### src/sv/pip_pkg.sv
`timescale 1ns / 1ps
`default_nettype none

package pip_pkg;

  localparam int COORD_BITS  = 16;
  // edge deltas carry one extra bit, products twice that
  localparam int DELTA_BITS  = COORD_BITS + 1;
  localparam int PROD_BITS   = 2 * DELTA_BITS;
  localparam int QUEUE_DEPTH = 2;

  localparam logic KIND_QUERY  = 1'b0;
  localparam logic KIND_VERTEX = 1'b1;

  typedef logic signed [COORD_BITS-1:0] coord_t;
  typedef logic signed [DELTA_BITS-1:0] delta_t;
  typedef logic signed [PROD_BITS-1:0]  prod_t;

  typedef struct packed {
    logic   kind;
    coord_t coord_x;
    coord_t coord_y;
    logic   last;
  } in_item_t;

  typedef struct packed {
    logic inside_res;
    logic on_boundary;
  } out_item_t;

  typedef struct packed {
    coord_t ax;
    coord_t ay;
    coord_t bx;
    coord_t by;
  } edge_t;

  // one vertex request as handed from the front to the back
  typedef struct packed {
    logic   start;    // first vertex of a polygon: no leading edge, clear totals
    logic   last;     // closing edge is valid, emit a result
    coord_t qx;
    coord_t qy;
    edge_t  lead;     // previous vertex to this one
    edge_t  close;    // this vertex back to the first
  } job_t;

  // registered partial result of one edge
  typedef struct packed {
    prod_t prod_l;
    prod_t prod_r;
    logic  box_ok;
    logic  straddle;
    logic  ey_pos;
  } edge_prod_t;

endpackage

`default_nettype wire

### src/sv/pip_back.sv
`timescale 1ns / 1ps
`default_nettype none

module pip_back import pip_pkg::*; (
  input  wire logic      clk,
  input  wire logic      rst_n,
  input  wire job_t      head_job,
  input  wire logic      q_empty,
  output logic           q_pop,
  output logic           out_valid,
  input  wire logic      out_ready,
  output out_item_t      out_data
);

  function automatic edge_prod_t eval_edge(edge_t e, coord_t qx, coord_t qy);
    edge_prod_t res;
    delta_t     ex, ey, wx, wy;
    coord_t     lox, hix, loy, hiy;
    ex  = DELTA_BITS'(e.bx) - DELTA_BITS'(e.ax);
    ey  = DELTA_BITS'(e.by) - DELTA_BITS'(e.ay);
    wx  = DELTA_BITS'(qx) - DELTA_BITS'(e.ax);
    wy  = DELTA_BITS'(qy) - DELTA_BITS'(e.ay);
    lox = (e.ax < e.bx) ? e.ax : e.bx;
    hix = (e.ax < e.bx) ? e.bx : e.ax;
    loy = (e.ay < e.by) ? e.ay : e.by;
    hiy = (e.ay < e.by) ? e.by : e.ay;
    res.prod_l   = PROD_BITS'(ex) * PROD_BITS'(wy);
    res.prod_r   = PROD_BITS'(ey) * PROD_BITS'(wx);
    res.box_ok   = (qx >= lox) && (qx <= hix) && (qy >= loy) && (qy <= hiy);
    res.straddle = (e.ay > qy) != (e.by > qy);
    res.ey_pos   = (ey > 0);
    return res;
  endfunction

  // products registered here, compares and totals after
  logic       a_v_r;
  logic       a_start_r, a_last_r;
  edge_prod_t a_lead_r, a_close_r;
  logic       a_fire, a_load;

  logic       par_r, bnd_r;
  logic       out_valid_r;
  out_item_t  out_data_r;

  logic       b_ok;
  logic       lead_hit, lead_flip, close_hit, close_flip;
  logic       par_nxt, bnd_nxt;

  function automatic logic hit_of(edge_prod_t p);
    return (p.prod_l == p.prod_r) && p.box_ok;
  endfunction

  function automatic logic flip_of(edge_prod_t p);
    logic right;
    right = p.ey_pos ? (p.prod_l >= p.prod_r) : (p.prod_l <= p.prod_r);
    return p.straddle && right;
  endfunction

  assign b_ok   = !out_valid_r || out_ready;
  assign a_fire = a_v_r && (!a_last_r || b_ok);
  assign a_load = !a_v_r || a_fire;
  assign q_pop  = a_load && !q_empty;

  always_comb begin
    lead_hit   = !a_start_r && hit_of(a_lead_r);
    lead_flip  = !a_start_r && flip_of(a_lead_r);
    close_hit  = a_last_r && hit_of(a_close_r);
    close_flip = a_last_r && flip_of(a_close_r);
    par_nxt    = (a_start_r ? 1'b0 : par_r) ^ lead_flip ^ close_flip;
    bnd_nxt    = (a_start_r ? 1'b0 : bnd_r) | lead_hit | close_hit;
  end

  always_ff @(posedge clk) begin
    if (!rst_n) begin
      a_v_r       <= 1'b0;
      par_r       <= 1'b0;
      bnd_r       <= 1'b0;
      out_valid_r <= 1'b0;
    end else begin
      if (a_load) begin
        a_v_r <= !q_empty;
      end
      if (a_fire) begin
        par_r <= par_nxt;
        bnd_r <= bnd_nxt;
      end
      if (a_fire && a_last_r) begin
        out_valid_r <= 1'b1;
      end else if (out_ready) begin
        out_valid_r <= 1'b0;
      end
    end
  end

  always_ff @(posedge clk) begin
    if (q_pop) begin
      a_start_r <= head_job.start;
      a_last_r  <= head_job.last;
      a_lead_r  <= eval_edge(head_job.lead, head_job.qx, head_job.qy);
      a_close_r <= eval_edge(head_job.close, head_job.qx, head_job.qy);
    end
    if (a_fire && a_last_r) begin
      out_data_r.inside_res  <= bnd_nxt || par_nxt;
      out_data_r.on_boundary <= bnd_nxt;
    end
  end

  assign out_valid = out_valid_r;
  assign out_data  = out_data_r;

endmodule

`default_nettype wire

### config.mk
export PLATFORM = sky130hd
export DESIGN_NAME = pip_back
export DESIGN_NICKNAME = d
export VERILOG_FILES = /design/src/sv/pip_pkg.sv /design/src/sv/pip_back.sv
export SDC_FILE = /design/constraint.sdc
export NUM_CORES = 2
export LEC_CHECK = 0
export ABC_AREA = 1
export BUFFER_PORTS_ARGS = -buffer_cell sky130_fd_sc_hd__buf_4
export CAP_MARGIN = 20
export CORE_MARGIN = 8
export CORE_UTILIZATION = 55
export DETAILED_ROUTE_END_ITERATION = 10
export MAX_ROUTING_LAYER = met4
export PLACE_DENSITY = 0.7
export SYNTH_ARGS = -nofsm -noshare
export SYNTH_HDL_FRONTEND = slang
export SYNTH_SLANG_ARGS = --single-unit
### constraint.sdc
create_clock -name clk -period 12.3 [get_ports clk]
set_input_delay 1.845 -clock clk [delete_from_list [all_inputs] [get_ports clk]]
set_output_delay 1.845 -clock clk [all_outputs]
set_load 0.05 [all_outputs]
==> impl_metrics.ini <==
[global_route]
grt_pass1_vias = 52020
grt_pass1_wl_mm = 293.0
grt_max_degree = 77
antenna_found_initial = 9
grt_overflow = 0
track_usage_pct = 32.33

[setup_path]
required_ns = 12.49
crit_top_cell = fa_1
cp-end-kind = register
path_class = input pin to register
cp_cell_sequence = buf_4 > inv_1 > ha_1 > a21oi_1 > o21ai_2 > xor2_2 > clkinv_1 > nand2_1 > inv_1 > fa_1 > fa_1 > fa_1 > fa_1 > fa_1 > fa_1 > ha_1 > nand2_1 > nor4_1 > nand3_1 > nand3_1 > nand2_1 > o211ai_1 > a31oi_1 > xor2_1
reg2reg_depth = 10
crit_arrival_ns = 10.08
critPathMaxFanout = 9
cpMaxStageDelayCell = fa_1
critPathLaunchType = input pin
slowest_delay_ns = 0.88

[routing]
first_pass_iters = 6
highest-signal-layer = met4
met1_length_mm = 71.36
routed_wl_mm = 187.8
vias = 49660
wl_met2_mm = 85.63
routed_via_density = 5.597
wl_per_cell_um = 21.17
drt_first_iter_violations = 4090
ant_nets = 0
met3_length_mm = 17.91
drc_errors = 0

[clock_network]
clk_latency_ns = 0.46
clock_sinks = 150
cts_setup_buffers = 0
htree_levels = 4
cts-hold-fix-buffers = 0
cts_tree = yes
clkTransAtPathRegs_ns = 0.07
cts_buffers = 17
cts-root-buf = clkbuf_16
clockBufferDepth = 2
cts_resized = 0

[logic_synthesis]
yosysSeqAreaShare_pct = 7.395
synth_flop_cell = edfxtp_1
synth_area_leaders = fa_1, ha_1, inv_1, nand2_1, edfxtp_1
synth_enable_flop_cells = 146
synth_area_per_cell_sq_um = 8.266
netlist_area_sq_mm = 0.06037
yosysTopAreaCell = fa_1
synth_seq_cells = 150
async_flop_share_pct = 0
ys_types = 67
synth_nets = 9362
synth_top_area_share_pct = 39.53
syn_inst = 7304
yosys_warnings = 0

[placement]
hpwl_mm = 159.9
dpl_worst_slack_ns = 2.194
io_buffers = 169
gp_congestion = 1.021

[hold_path]
hold_depth = 2
hold_class = register to register

[layout]
fill_cells = 9844
synthToLayoutAreaGrowth_pct = 6.232
layout_common_cells = inv_1, nand2_1, fa_1, nor2_1, ha_1
final_util_pct = 58.92
final_common_cell = inv_1
drive_gt1_share_pct = 5.345
fin_nets = 9491

[sta]
fin_hold_ws_ns = 0.5278
fin_crit_sh_pct = 80.40
relSlewSlack_pct = 17.27
hold_viol = 0
tns_ns = 0
max_clock_freq_ghz = 0.1011
rsz0062_at_grt = no
worst_pin_slew_ns = 1.240
finClkSkew_ns = 0.01597
setup_slack_ns = 2.411
fin_crit_ns = 9.889
setup_viol = 0
drv_slew = 0

[die]
die_area_sq_mm = 0.1206
boundaryPins = 170
start_util_pct = 55.46
core_sq_mm = 0.1089
die_w_um = 347.3
fp-row-count = 121
dieHeight_um = 347.3

[status]
status = completed

[flow_run]
drv_cap = 0
==> worst paths after layout <==
check        slack (ns)                    start                      to
max reg2reg        9.51  a_close_r[60]$_DFFE_PP_   out_data[1]$_DFFE_PP_
min reg2reg        0.53       a_v_r$_SDFFE_PN0N_      a_v_r$_SDFFE_PN0N_
max                2.41            head_job[114]  a_lead_r[34]$_DFFE_PP_
min                0.53       a_v_r$_SDFFE_PN0N_      a_v_r$_SDFFE_PN0N_
==> sequential cells by signal, summed over array words and instances, names as in the netlist <==
name,count
a_v_r,1
out_valid,1
a_start_r,1
par_r,1
a_last_r,1
a_lead_r,71
a_close_r,71
bnd_r,1
out_data,2
==> synth_stat cells, types with 6 or more instances <==
library cell	number
o21ai_0	194
clkbuf_1	77
ha_1	700
inv_2	16
nand2_1	1307
a21oi_2	6
o221ai_1	9
nand4_1	60
o21ai_1	19
a211oi_1	11
nor3_1	44
o31ai_1	6
nand2_2	10
a21oi_1	380
clkinv_1	18
a21boi_0	6
xor2_1	127
o21bai_1	25
inv_1	1725
edfxtp_1	146
a31oi_1	13
buf_2	43
nor2_1	754
nand3_1	112
buf_4	9
xnor2_1	100
o21a_1	21
o211ai_1	10
fa_1	1192
o21ai_2	13
nand3b_1	9
nor4_1	16
xor2_2	6
or2_2	22
o2111ai_1	6
a21o_1	24
or2_1	8
==> logic make-up (layout without fill, tap and decap cells) <==
| family | after synthesis | count (layout) | synth area share (%) |
|---|---|---|---|
| and+or+nand+nor | 2354 | 2354 | 15.58 |
| xor gates and xnor gates | 237 | 237 | 3.619 |
| DFF | 150 | 150 | 7.395 |
| buffers and inverters | 1897 | 2039 | 11.97 |
| adders and majority gates | 1892 | 1892 | 54.03 |
| AOI/OAI and AO/OA | 774 | 774 | 7.403 |
| other | 0 | 12 | 0 |
==> critical path: cells and delay by family <==
kind                     cells  cell delay (ns)
AO/OA/AOI/OAI                4             0.67
XOR/XNOR                     2             0.96
adder cells (fa/ha/maj)      8             4.14
buffers and inverters        4             1.14
AND/OR/NAND/NOR              6             1.32
==> through the flow <==
stage	instance area (sq um)	instances
CTS	64080	8858
global route	64130	8869
finish	64140	8872
floorplan	60370	7304
detailed placement	63480	8826
global placement	63470	8825
==> cell type report <==
class,instances,area [sq um],share of cell area (%)
Clock inverter,14,157.7,0.2458
Antenna cell,12,30.03,0.04682
Inverter,1760,6614,10.31
Clock buffer,18,439.2,0.6848
Sequential cell,150,4464,6.961
Timing Repair Buffer,247,1866,2.909
Multi-Input combinational cell,5257,48800,76.08
Tap cell,1414,1769,2.759
==> metal layers <==
metal / vias up / global-route usage (%)
met5: - / -
met4: 0 / 17.59
met3: 516 / 6.502
met2: 2242 / 50.50
met1: 24460 / 39.56
li1: 22440 / -
Power is left out: the tool's default activity adds up to more than one toggle a clock period on the data nets, which glitch-free logic cannot reach.
